$ cat config.mk
export PLATFORM = sky130hd
export DESIGN_NAME = processed_command_window_core
export DESIGN_NICKNAME = d
export VERILOG_FILES = /design/src/rtl/pcw_pkg.sv /design/src/rtl/processed_command_window_core.sv /design/src/rtl/pcw_ctrl.sv /design/src/rtl/pcw_datapath.sv
export SDC_FILE = /design/constraint.sdc
export NUM_CORES = 1
export LEC_CHECK = 0
export BUFFER_PORTS_ARGS = -buffer_cell sky130_fd_sc_hd__clkbuf_2
export CORE_ASPECT_RATIO = 1.25
export CORE_MARGIN = 2
export CORE_UTILIZATION = 55
export CTS_BUF_LIST = sky130_fd_sc_hd__clkbuf_16
export CTS_CLUSTER_SIZE = 30
export DETAILED_ROUTE_END_ITERATION = 10
export GPL_TIMING_DRIVEN = 0
export PLACE_DENSITY = 0.69
export SLEW_MARGIN = 10
export SYNTH_ARGS = -nofsm -noshare
export SYNTH_HDL_FRONTEND = slang
export SYNTH_SLANG_ARGS = --single-unit
$ cat constraint.sdc
create_clock -name clk -period 5.9 [get_ports clk]
set_clock_uncertainty 0.05 [all_clocks]
set_input_delay 1.77 -clock clk [delete_from_list [all_inputs] [get_ports clk]]
set_output_delay 1.77 -clock clk [all_outputs]
set_load 0.02 [all_outputs]
$ cat src/rtl/pcw_pkg.sv
package pcw_pkg;

	localparam int WINDOW_ENTRIES = 8;
	localparam int IDX_W = (WINDOW_ENTRIES > 1) ? $clog2(WINDOW_ENTRIES) : 1;
	localparam logic [IDX_W-1:0] LAST_IDX = IDX_W'(WINDOW_ENTRIES - 1);

	localparam logic REQ_LOOKUP = 1'b0;
	localparam logic REQ_REMEMBER = 1'b1;

	typedef struct packed {
		logic        req_type;
		logic [31:0] sequence_req;
		logic [7:0]  packet_type;
		logic [7:0]  ack_code;
	} req_word_t;

	typedef struct packed {
		logic       hit;
		logic [7:0] found_result;
	} rsp_word_t;

	typedef enum logic [1:0] {
		ST_IDLE,
		ST_WRITE,
		ST_SCAN,
		ST_EMIT
	} state_t;

	typedef struct packed {
		logic latch;
		logic write;
		logic scan_clear;
		logic scan_step;
		logic load_out;
	} dp_cmd_t;

	typedef struct packed {
		logic remember;
		logic match;
		logic scan_last;
		logic out_free;
	} dp_status_t;

endpackage

$ cat src/rtl/processed_command_window_core.sv
// Duplicate-command window with a fixed number of entries.
// The req channel (req_valid, req_stall, req) takes one word per command.
// A remember word stores sequence, packet type and result at the write
// cursor, which wraps so that the oldest entry is replaced first.
// A lookup word compares the entries one per cycle from index zero and
// reports the first valid match with its stored result, or a miss.
// Every request word yields exactly one word on the rsp channel
// (rsp_valid, rsp_stall, rsp); a remember word yields hit = 0, result 0.
// A remember passes through the scan, write and emit states; a lookup stays
// in the scan state until the single entry comparator finds a match or
// reaches the last entry, then emits. req_stall is high from acceptance
// until the response is loaded into the output register, so the next
// word is taken while a response still waits there.
// When rsp_stall is high the response holds; a finished request then waits
// for the output register to free up.
// arst_n clears every valid mark, the write cursor and the output valid flag.
module processed_command_window_core (
	input  logic               clk,
	input  logic               arst_n,
	input  logic               req_valid,
	output logic               req_stall,
	input  pcw_pkg::req_word_t req,
	output logic               rsp_valid,
	input  logic               rsp_stall,
	output pcw_pkg::rsp_word_t rsp
);
	import pcw_pkg::*;

	dp_cmd_t    cmd;
	dp_status_t status;

	pcw_ctrl u_ctrl (
		.clk       (clk),
		.arst_n    (arst_n),
		.req_valid (req_valid),
		.req_stall (req_stall),
		.status    (status),
		.cmd       (cmd)
	);

	pcw_datapath u_datapath (
		.clk       (clk),
		.arst_n    (arst_n),
		.req       (req),
		.cmd       (cmd),
		.status    (status),
		.rsp_valid (rsp_valid),
		.rsp_stall (rsp_stall),
		.rsp       (rsp)
	);

endmodule

$ cat src/rtl/pcw_ctrl.sv
module pcw_ctrl (
	input  logic               clk,
	input  logic               arst_n,
	input  logic               req_valid,
	output logic               req_stall,
	input  pcw_pkg::dp_status_t status,
	output pcw_pkg::dp_cmd_t   cmd
);
	import pcw_pkg::*;

	state_t state_q;
	state_t state_d;

	always_ff @(posedge clk or negedge arst_n) begin
		if (!arst_n) begin
			state_q <= ST_IDLE;
		end else begin
			state_q <= state_d;
		end
	end

	always_comb begin
		state_d = state_q;
		case (state_q)
			ST_IDLE: begin
				if (req_valid) begin
					state_d = ST_SCAN;
				end
			end
			ST_SCAN: begin
				if (status.remember) begin
					state_d = ST_WRITE;
				end else if (status.match || status.scan_last) begin
					state_d = ST_EMIT;
				end
			end
			ST_WRITE: begin
				state_d = ST_EMIT;
			end
			ST_EMIT: begin
				if (status.out_free) begin
					state_d = ST_IDLE;
				end
			end
			default: begin
				state_d = ST_IDLE;
			end
		endcase
	end

	always_comb begin
		cmd = '0;
		req_stall = 1'b1;
		case (state_q)
			ST_IDLE: begin
				req_stall = 1'b0;
				cmd.latch = req_valid;
				cmd.scan_clear = req_valid;
			end
			ST_SCAN: begin
				cmd.scan_step = !status.remember;
			end
			ST_WRITE: begin
				cmd.write = 1'b1;
			end
			ST_EMIT: begin
				cmd.load_out = status.out_free;
			end
			default: begin
				cmd = '0;
			end
		endcase
	end

endmodule

$ cat src/rtl/pcw_datapath.sv
module pcw_datapath (
	input  logic                clk,
	input  logic                arst_n,
	input  pcw_pkg::req_word_t  req,
	input  pcw_pkg::dp_cmd_t    cmd,
	output pcw_pkg::dp_status_t status,
	output logic                rsp_valid,
	input  logic                rsp_stall,
	output pcw_pkg::rsp_word_t  rsp
);
	import pcw_pkg::*;

	req_word_t                 req_q;
	logic [WINDOW_ENTRIES-1:0] slot_valid_q;
	logic [31:0]               slot_sequence_q [WINDOW_ENTRIES];
	logic [7:0]                slot_type_q [WINDOW_ENTRIES];
	logic [7:0]                slot_result_q [WINDOW_ENTRIES];
	logic [IDX_W-1:0]          cursor_q;
	logic [IDX_W-1:0]          scan_idx_q;
	logic                      found_hit_q;
	logic [7:0]                found_res_q;
	logic                      out_valid_q;
	rsp_word_t                 out_word_q;
	logic                      match;

	assign match = slot_valid_q[scan_idx_q]
		&& (slot_sequence_q[scan_idx_q] == req_q.sequence_req)
		&& (slot_type_q[scan_idx_q] == req_q.packet_type);

	assign status.remember = (req_q.req_type == REQ_REMEMBER);
	assign status.match = match;
	assign status.scan_last = (scan_idx_q == LAST_IDX);
	assign status.out_free = !out_valid_q || !rsp_stall;

	always_ff @(posedge clk) begin
		if (cmd.latch) begin
			req_q <= req;
		end
		if (cmd.write) begin
			slot_sequence_q[cursor_q] <= req_q.sequence_req;
			slot_type_q[cursor_q] <= req_q.packet_type;
			slot_result_q[cursor_q] <= req_q.ack_code;
		end
		if (cmd.scan_clear) begin
			scan_idx_q <= '0;
			found_hit_q <= 1'b0;
			found_res_q <= '0;
		end else if (cmd.scan_step) begin
			if (match) begin
				found_hit_q <= 1'b1;
				found_res_q <= slot_result_q[scan_idx_q];
			end else if (scan_idx_q != LAST_IDX) begin
				scan_idx_q <= scan_idx_q + 1'b1;
			end
		end
		if (cmd.load_out) begin
			out_word_q.hit <= found_hit_q;
			out_word_q.found_result <= found_res_q;
		end
	end

	always_ff @(posedge clk or negedge arst_n) begin
		if (!arst_n) begin
			slot_valid_q <= '0;
			cursor_q <= '0;
			out_valid_q <= 1'b0;
		end else begin
			if (cmd.write) begin
				slot_valid_q[cursor_q] <= 1'b1;
				cursor_q <= (cursor_q == LAST_IDX) ? '0 : cursor_q + 1'b1;
			end
			if (cmd.load_out) begin
				out_valid_q <= 1'b1;
			end else if (!rsp_stall) begin
				out_valid_q <= 1'b0;
			end
		end
	end

	assign rsp_valid = out_valid_q;
	assign rsp = out_word_q;

endmodule

==> qor.yml, run 1 <==
status: "complete, no violations"
synth_top_area_cell: "edfxtp_1"
pre_cts_ws_ns: 2.12
cts_hold_buf: 0
worstPathRequired_ns: 6.28
synth.most_common_cell: "edfxtp_1"
grt_setup_unrepaired: "no"
yosysWarningCount: 0
syn_area_per_cell_um2: 20.0
cts_tree: "yes"
antenna_found_initial: 0
synth_cell_types: 51
cap_violations: 0
post-route-period-util_pct: 64.1
relSlewSlack_pct: 36.7
grt_pass1_wl_um: 55800
die-width_um: 167
area_delta_synth_final_pct: 15.0
worst_setup_path_end_kind: "flop"
drive_gt1_share_pct: 26.3
gp_congestion: 0.819
cts_buffers: 45
synthTopCellsByCount: "edfxtp_1 (442), mux2i_1 (87), mux4_2 (64)"
nNetsFinal: 1108
grt_pass1_vias: 9354
setup_ws_ns: 2.12
cts_resized: 0
initial_utilization_pct: 55.8
clockRootBuffer: "clkbuf_16"
fmax_mhz: 264
yosysSeqAreaShare_pct: 76.4
dpl.hpwl_um: 24000
die-area_um2: 34600
io-pin-count: 64
grt_max_degree: 30
initialDrtViolationCount: 750
async_flop_share_pct: 2.97
p_leak_uw: 0.00689
ir_drop_v: 0.000297
hold_ws_ns: 0.386
tightest_slew_ns: 0.946
vias: 8927
drc: 0
routed_wl_um: 37200
synth_nets: 972
fill_cells: 2242
synth_edf_count: 442
n_antenna_cell: 0
max-clock-path-buffers: 3
rows: 74
insertion_delay_ns: 0.55
fp.dieH_um: 208
clkTransAtPathRegs_ns: 0.06
synth_seq_cells: 471
cp_max_fo: 10
synth_top_area_share_pct: 72.8
synthTopCellsByArea: "edfxtp_1 (73%), mux4_2 (7.9%), mux2i_1 (4.8%)"
arrival_ns: 4.16
grt_remaining_overflow: 0
drtAntennaViolNets: 0
syn_inst: 910
final_hold_viol_count: 0
grtUsageTotal_pct: 21.7
slew_viol_final: 0
vias_per_cell: 5.95
path_class: "flop to flop"
cts_setup_buffers: 0
htreeDepth: 2
dr.pass1.iters: 5
netlist_area_um2: 18200
setup-violations-final: 0
synthFlopType: "edfxtp_1"
regArea_um2: 13900
powerDensity_nw_per_um2: 446
core_um2: 32700
portBuffers: 63
cp-start-kind: "flop"
clkSinkCount: 471
min_period_ns: 3.78
multi_input_area_um2: 4120
hold_path_class: "flop to flop"
routedWlPerCell_um: 24.8
per-stage QoR:
stage,utilization (%),cell area (um2),total power [uW],cells,TNS (ns)
2_1_floorplan,-,18200,5870,910,0
3_3_place_gp,58.3,19100,6530,1391,-288.55
3_5_place_dp,59.8,19500,6650,1417,0
4_1_cts,64.2,21000,9430,1501,0
5_1_grt,64.2,21000,9720,1501,0
6_report,64.2,21000,9350,1501,0
layer usage:
| metal | track usage [%] | routed length [um] | share of wire (%) | vias up |
|---|---|---|---|---|
| li1 | - | - | - | 3980 |
| met1 | 27.5 | 15100 | 41 | 4649 |
| met2 | 38.1 | 19300 | 52 | 230 |
| met3 | 3.68 | 1660 | 4.5 | 68 |
| met4 | 7.61 | 1090 | 2.9 | 0 |
| met5 | 0 | 0 | 0 | - |
where the power goes:
part	internal, uW	switching (uW)
Sequential	4280	239
Combinational	845	1200
Clock	1610	1170
Total	6740	2610
placed cells by master (no fill, tap or decap), drive strengths merged, types with 7 or more instances in the layout:
| master | netlist | routed |
|---|---|---|
| mux2 | 21 | 21 |
| or2 | 9 | 9 |
| edfxtp | 442 | 442 |
| clkinv | 0 | 20 |
| nor2b | 7 | 7 |
| mux4 | 64 | 64 |
| a22oi | 20 | 20 |
| nand3 | 10 | 10 |
| clkbuf | 7 | 117 |
| mux2i | 87 | 87 |
| nor2 | 12 | 12 |
| dfxtp | 15 | 15 |
| xnor2 | 7 | 7 |
| nand4 | 12 | 12 |
| or3 | 8 | 8 |
| buf | 27 | 53 |
| dfrtp | 14 | 14 |
| o21ai | 14 | 14 |
| nand2 | 24 | 24 |
| xor2 | 15 | 15 |
| ha | 9 | 9 |
| a21oi | 9 | 9 |
| inv | 6 | 19 |
| nand2b | 9 | 9 |
path summary, 6_finish.rpt:
kind / slack, ns / start / to / cells past startpoint
max: 2.12 / flop / u_ctrl.state_q[0]$_DFFE_PN0P_ / 11
min: 0.39 / u_datapath.found_res_q[2]$_SDFFE_PP0P_ / u_datapath.rsp[2]$_DFFE_PP_ / 0
max reg2reg: 2.12 / flop / u_ctrl.state_q[0]$_DFFE_PN0P_ / 11
min reg2reg: 0.39 / u_datapath.found_res_q[2]$_SDFFE_PP0P_ / u_datapath.rsp[2]$_DFFE_PP_ / 0
max in group asynchronous: 4.45 / arst_n / u_datapath.slot_valid_q[7]$_DFFE_PN0P_ / 1
min in group asynchronous: 1.07 / arst_n / u_datapath.cursor_q[0]$_DFFE_PN0P_ / 1
final cells by class:
type                            count  share of cell area (%)
Timing Repair Buffer               89                    3.43
Buffer                             34                    1.07
Sequential cell                   471                    66.4
Inverter                            6                   0.119
Clock inverter                     37                    1.27
Multi-Input combinational cell    399                    19.6
Tap cell                          418                    2.49
Clock buffer                       47                    5.61
critical path: stages (launching register included):
cell	delay (ns)
dfxtp_1	0.42
buf_6	0.23
buf_2	0.33
buf_6	0.25
mux4_2	0.31
mux2i_1	0.16
xnor2_1	0.09
nor4_1	0.55
nand4_1	0.32
nand4b_1	0.35
a21oi_1	0.25
mux2_1	0.34
cell families (layout without fill, tap and decap cells):
kind of cell	after synthesis	count (layout)	share of synthesized area, %
buffers and inverters	40	213	1.36
adder cells (fa/ha/maj)	9	9	0.618
AO/OA/AOI/OAI	76	76	2.95
XOR/XNOR	22	22	1.06
AND/OR/NAND/NOR	120	120	3.66
flip-flops	471	471	76.4
multiplexers	172	172	14.0
flip-flops by register name (all words and copies together) (netlist names), named ones only:
name,count
u_datapath.found_res_q,8
u_datapath.slot_result_q,64
u_ctrl.state_q,2
u_datapath.rsp_valid,1
u_datapath.rsp,9
u_datapath.status,1
u_datapath.slot_sequence_q,256
u_datapath.slot_valid_q,8
u_datapath.slot_type_q,64
u_datapath.req_q,48
u_datapath.found_hit_q,1
u_datapath.cursor_q,3
u_datapath.scan_idx_q,3
No activity file was read; power rests on OpenSTA's default activity.
==> run 2, diff against run 1 <==
==> constraint.sdc (replaced) <==
create_clock -name clk -period 3.9 [get_ports clk]
set_clock_uncertainty 0.05 [all_clocks]
set_input_delay 1.17 -clock clk [delete_from_list [all_inputs] [get_ports clk]]
set_output_delay 1.17 -clock clk [all_outputs]
set_load 0.02 [all_outputs]
==> qor.yml, run 2 (synthesis results as in run 1) <==
status: "complete, no violations"
utilization_pct: 64.2
nNetsFinal: 1103
n_antenna_cell: 0
most-common-layout-cells: "edfxtp_1 (442), mux2i_1 (87), mux4_2 (64)"
worstPathRequired_ns: 4.28
pre_cts_ws_ns: -0.0359
timing.rr.end: "u_ctrl.state_q[0]$_DFFE_PN0P_"
grt_max_degree: 54
cts_setup_buffers: 0
relSlewSlack_pct: 35.2
tns_ns: 0
path_cells: "buf_6 > buf_6 > mux4_2 > mux2i_1 > xor2_1 > o2111ai_1 > nor4_2 > nand4b_1 > a21oi_1 > mux2_1"
cap_violations: 0
hold_ws_ns: 0.381
dr.pass1.iters: 7
worst_r2r_path_depth: 10
largest_reg_flops: 256
die-width_um: 167
drive_gt1_share_pct: 25.8
initialDrtViolationCount: 966
fp.dieH_um: 208
hold_path_class: "flop to flop"
grt_pass1_vias: 9214
insertion_delay_ns: 0.54
io-pin-count: 64
max-clock-path-buffers: 3
grtUsageTotal_pct: 21.6
powerDensity_nw_per_um2: 666
dpl.hpwl_um: 23800
holdCritStartpoint: "u_datapath.found_res_q[1]$_SDFFE_PP0P_"
fin_cells: 1493
htreeDepth: 2
crit_slowest_cell: "mux4_2"
die-area_um2: 34600
initial_utilization_pct: 55.8
placed_cells: 1414
area_delta_synth_final_pct: 15.2
path_class: "flop to flop"
antenna_found_initial: 0
setup-violations-final: 0
fmax_mhz: 266
critPathMaxStageDelay_ns: 0.52
arrival_ns: 4.14
rrSetupSlack_ns: 0.14
core_um2: 32700
cts_tree: "yes"
grt_setup_unrepaired: "no"
cts_hold_buf: 0
layout_commonest_cell: "edfxtp_1"
setup_ws_ns: 0.141
rows: 74
grt_pass1_wl_um: 55600
top_regs: "u_datapath.slot_sequence_q (256), u_datapath.slot_result_q (64), u_datapath.slot_type_q (64)"
crit_family: "multiplexers"
hold_path_depth: 0
vias: 8918
cp_max_fo: 19
routedWlPerCell_um: 24.7
cts_buffers: 44
top_register: "u_datapath.slot_sequence_q"
clockRootBuffer: "clkbuf_16"
drc: 0
p_leak_uw: 0.00686
ir_drop_v: 0.000597
drtAntennaViolNets: 0
gp_congestion: 0.817
min_period_ns: 3.76
portBuffers: 63
routed_wl_um: 36900
cp-start-kind: "flop"
vias_per_cell: 5.97
worst_setup_path_end_kind: "flop"
clkSinkCount: 471
clkTransAtPathRegs_ns: 0.07
critical_path_buf_inv_count: 2
crit_top_cell: "buf_6"
post-route-period-util_pct: 96.4
final_hold_viol_count: 0
slew_viol_final: 0
grt_remaining_overflow: 0
tightest_slew_ns: 0.968
min_to: "u_datapath.rsp[1]$_DFFE_PP_"
[run 2: worst register-to-register path, cell delays in order (launching register included)]
cell and delay [ns]:
dfxtp_1 0.48, buf_6 0.32, buf_6 0.26, mux4_2 0.52, mux2i_1 0.17, xor2_1 0.42, o2111ai_1 0.22, nor4_2 0.32
nand4b_1 0.25, a21oi_1 0.29, mux2_1 0.34
[run 2: per-stage QoR]
step	instance area, um2	total power [uW]
floorplan	18200	8880
global placement	19100	9860
detailed placement	19700	10100
CTS	21000	14100
global route	21000	14600
finish	21000	14000
[run 2: worst max-delay path by stage]
stage | to | slack [ns] | cells past startpoint
6_report | u_ctrl.state_q[0]$_DFFE_PN0P_ | 0.14 | 10
5_1_grt | u_ctrl.state_q[0]$_DFFE_PN0P_ | 0.03 | 11
4_1_cts | u_ctrl.state_q[0]$_DFFE_PN0P_ | 0.13 | 11
3_5_place_dp | u_ctrl.state_q[0]$_DFFE_PN0P_ | -0.04 | 11
3_3_place_gp | u_datapath.slot_valid_q[4]$_DFFE_PN0P_ | -2.06 | 5
2_1_floorplan | u_datapath.slot_result_q[6][0]$_DFFE_PP_ | 0.48 | 4
[run 2: final cells by class]
class | instances | area [um2]
fillers | 2177 | 11700
inverters | 6 | 25.0
well taps | 418 | 523
clock inverters | 35 | 201
flip-flops and latches | 471 | 13900
multi-input cells | 399 | 4130
plain buffers | 33 | 220
clock buffers | 45 | 1130
repair buffers | 86 | 843
[run 2: what timing repair did]
item,4_1_cts,5_1_grt
pin swaps,0,0
gates resized for setup,1,0
setup endpoints to repair,1,1
[run 2: metal layers]
layer  GRT usage [%]  up-vias  part of all wire (%)
met3            3.58       64                   5.5
met5               0        -                     0
met4            7.49        0                   2.8
li1                -     3967                     -
met2            35.6      275                    50
met1            29.6     4612                    42
[run 2: power by group]
part           switching [uW]  leakage (uW)  internal, uW
combinational            1840       0.00187          1330
sequential                376       0.00429          6480
clock                    1750      0.000698          2220
total                    3960       0.00686         10000
==> run 3, diff against run 2 <==
--- a/config.mk
+++ b/config.mk
@@ -7,7 +7,7 @@
 export LEC_CHECK = 0
 export BUFFER_PORTS_ARGS = -buffer_cell sky130_fd_sc_hd__clkbuf_2
 export CORE_ASPECT_RATIO = 1.25
-export CORE_MARGIN = 2
+export CORE_MARGIN = 5
 export CORE_UTILIZATION = 55
 export CTS_BUF_LIST = sky130_fd_sc_hd__clkbuf_16
 export CTS_CLUSTER_SIZE = 30
==> qor.yml, run 3 (synthesis results as in run 1) <==
status: "complete, no violations"
critical_path_buf_inv_count: 5
swShare_pct: 27.9
slew_viol_final: 0
crit_slowest_cell: "buf_2"
cp_max_fo: 10
dpl.hpwl_um: 24000
critPathMaxStageDelay_ns: 0.41
fmax_mhz: 272
powerDensity_nw_per_um2: 678
die-area_um2: 36900
worstPathRequired_ns: 4.33
layout_commonest_cell: "edfxtp_1"
rows: 74
cap_violations: 0
fill_cells: 2212
cts_hold_buf: 0
min_period_ns: 3.68
dr.pass1.iters: 5
initialDrtViolationCount: 729
grt_setup_unrepaired: "no"
gp_congestion: 0.828
clkTransAtPathRegs_ns: 0.06
insertion_delay_ns: 0.55
final_hold_viol_count: 0
worst_setup_path_end_kind: "flop"
grt_max_degree: 54
clkSinkCount: 471
grt_remaining_overflow: 0
grt_pass1_wl_um: 57200
largest_reg_flops: 256
vias: 9041
max-clock-path-buffers: 3
routed_wl_um: 37300
tightest_slew_ns: 0.920
die-width_um: 173
grtUsageTotal_pct: 20.3
hold_path_class: "flop to flop"
clkPwrFrac_pct: 30.3
top_register: "u_datapath.slot_sequence_q"
relSlewSlack_pct: 38.4
top_regs: "u_datapath.slot_sequence_q (256), u_datapath.slot_result_q (64), u_datapath.slot_type_q (64)"
nNetsFinal: 1106
path_class: "flop to flop"
internal-power_uw: 10300
grt_pass1_vias: 9569
drc: 0
n_antenna_cell: 0
antenna_found_initial: 0
combinationalPowerShare_pct: 21.8
cts_buffers: 46
arrival_ns: 4.11
post-route-period-util_pct: 94.4
switchingPower_uw: 4000
crit_family: "buffers and inverters"
setup-violations-final: 0
ir_drop_v: 0.000478
initial_utilization_pct: 55.8
drive_gt1_share_pct: 26.9
io-pin-count: 64
seq_power_share_pct: 47.9
fp.dieH_um: 214
clockRootBuffer: "clkbuf_16"
hold_ws_ns: 0.382
crit_top_cell: "buf_4"
path_cells: "buf_4 > buf_6 > buf_4 > buf_2 > mux2i_1 > xor2_1 > nand3_1 > nor4_1 > nand4_1 > nor3_1 > buf_4 > mux2i_1"
p_leak_uw: 0.00691
routedWlPerCell_um: 24.9
most-common-layout-cells: "edfxtp_1 (442), mux2i_1 (87), mux4_2 (64)"
portBuffers: 63
vias_per_cell: 6.04
drtAntennaViolNets: 0
cts_tree: "yes"
cp-start-kind: "flop"
core_um2: 32700
area_delta_synth_final_pct: 15.8
utilization_pct: 64.6
htreeDepth: 2
run 3: metrics by stage:
stage / cells / setup TNS (ns) / total power, uW / cell area (um2) / setup slack (ns)
final: 1498 / 0 / 14300 / 21100 / 0.220
after global routing: 1498 / 0 / 14900 / 21100 / 0.0176
after CTS: 1497 / 0 / 14400 / 21100 / 0.0665
after detailed placement: 1413 / 0 / 10100 / 19600 / 0.00514
after global placement: 1391 / -719.88 / 9860 / 19100 / -2.06
after floorplan: 910 / 0 / 8880 / 18200 / 0.476
run 3: metal layers:
metal	wire length [um]	vias to the layer above	track usage, %	share of wire [%]
li1	-	3966	-	-
met1	15500	4773	27.4	42
met2	19400	257	35.6	52
met3	1580	45	2.87	4.2
met4	727	0	5.56	2.0
met5	0	-	0	0
run 3: power by group through the flow:
stage	Sequential, uW	Combinational (uW)	Clock (uW)
after detailed placement	6970	3140	0
after global routing	6940	3350	4640
final	6860	3110	4340
after global placement	7000	2860	0
after floorplan	6890	1990	0
after CTS	6860	3170	4410
run 3: cell type report:
type                    instances  area [um2]  share of cell area (%)
plain buffers                  34         228                    1.08
clock buffers                  49        1230                    5.81
well taps                     418         523                    2.48
inverters                       6        25.0                   0.119
clock inverters                35         265                    1.26
flip-flops and latches        471       13900                    66.0
repair buffers                 86         781                    3.70
multi-input cells             399        4140                    19.6
run 3: path summary, 6_finish.rpt:
path,from,end,slack [ns],cells past startpoint
worst max-delay path,flop,u_datapath.found_res_q[3]$_SDFFE_PP0P_,0.22,12
worst min-delay path,u_datapath.found_res_q[5]$_SDFFE_PP0P_,u_datapath.rsp[5]$_DFFE_PP_,0.38,0
worst max register to register,flop,u_datapath.found_res_q[3]$_SDFFE_PP0P_,0.22,12
worst min register to register,u_datapath.found_res_q[5]$_SDFFE_PP0P_,u_datapath.rsp[5]$_DFFE_PP_,0.38,0
max in group asynchronous,arst_n,u_datapath.slot_valid_q[4]$_DFFE_PN0P_,3.06,1
min in group asynchronous,arst_n,u_datapath.slot_valid_q[5]$_DFFE_PN0P_,0.47,1
run 3: worst register-to-register path, cell delays in order (launching register included):
cell and delay [ns]:
dfxtp_1 0.31, buf_4 0.17, buf_6 0.23, buf_4 0.25, buf_2 0.41, mux2i_1 0.31
xor2_1 0.36, nand3_1 0.15, nor4_1 0.31, nand4_1 0.19, nor3_1 0.38, buf_4 0.29
mux2i_1 0.21
run 3: repair_timing:
item,4_1_cts,5_1_grt
gates resized for setup,1,2
setup buffers,0,1
gates cloned,0,0
endpoints found under the setup margin,1,1
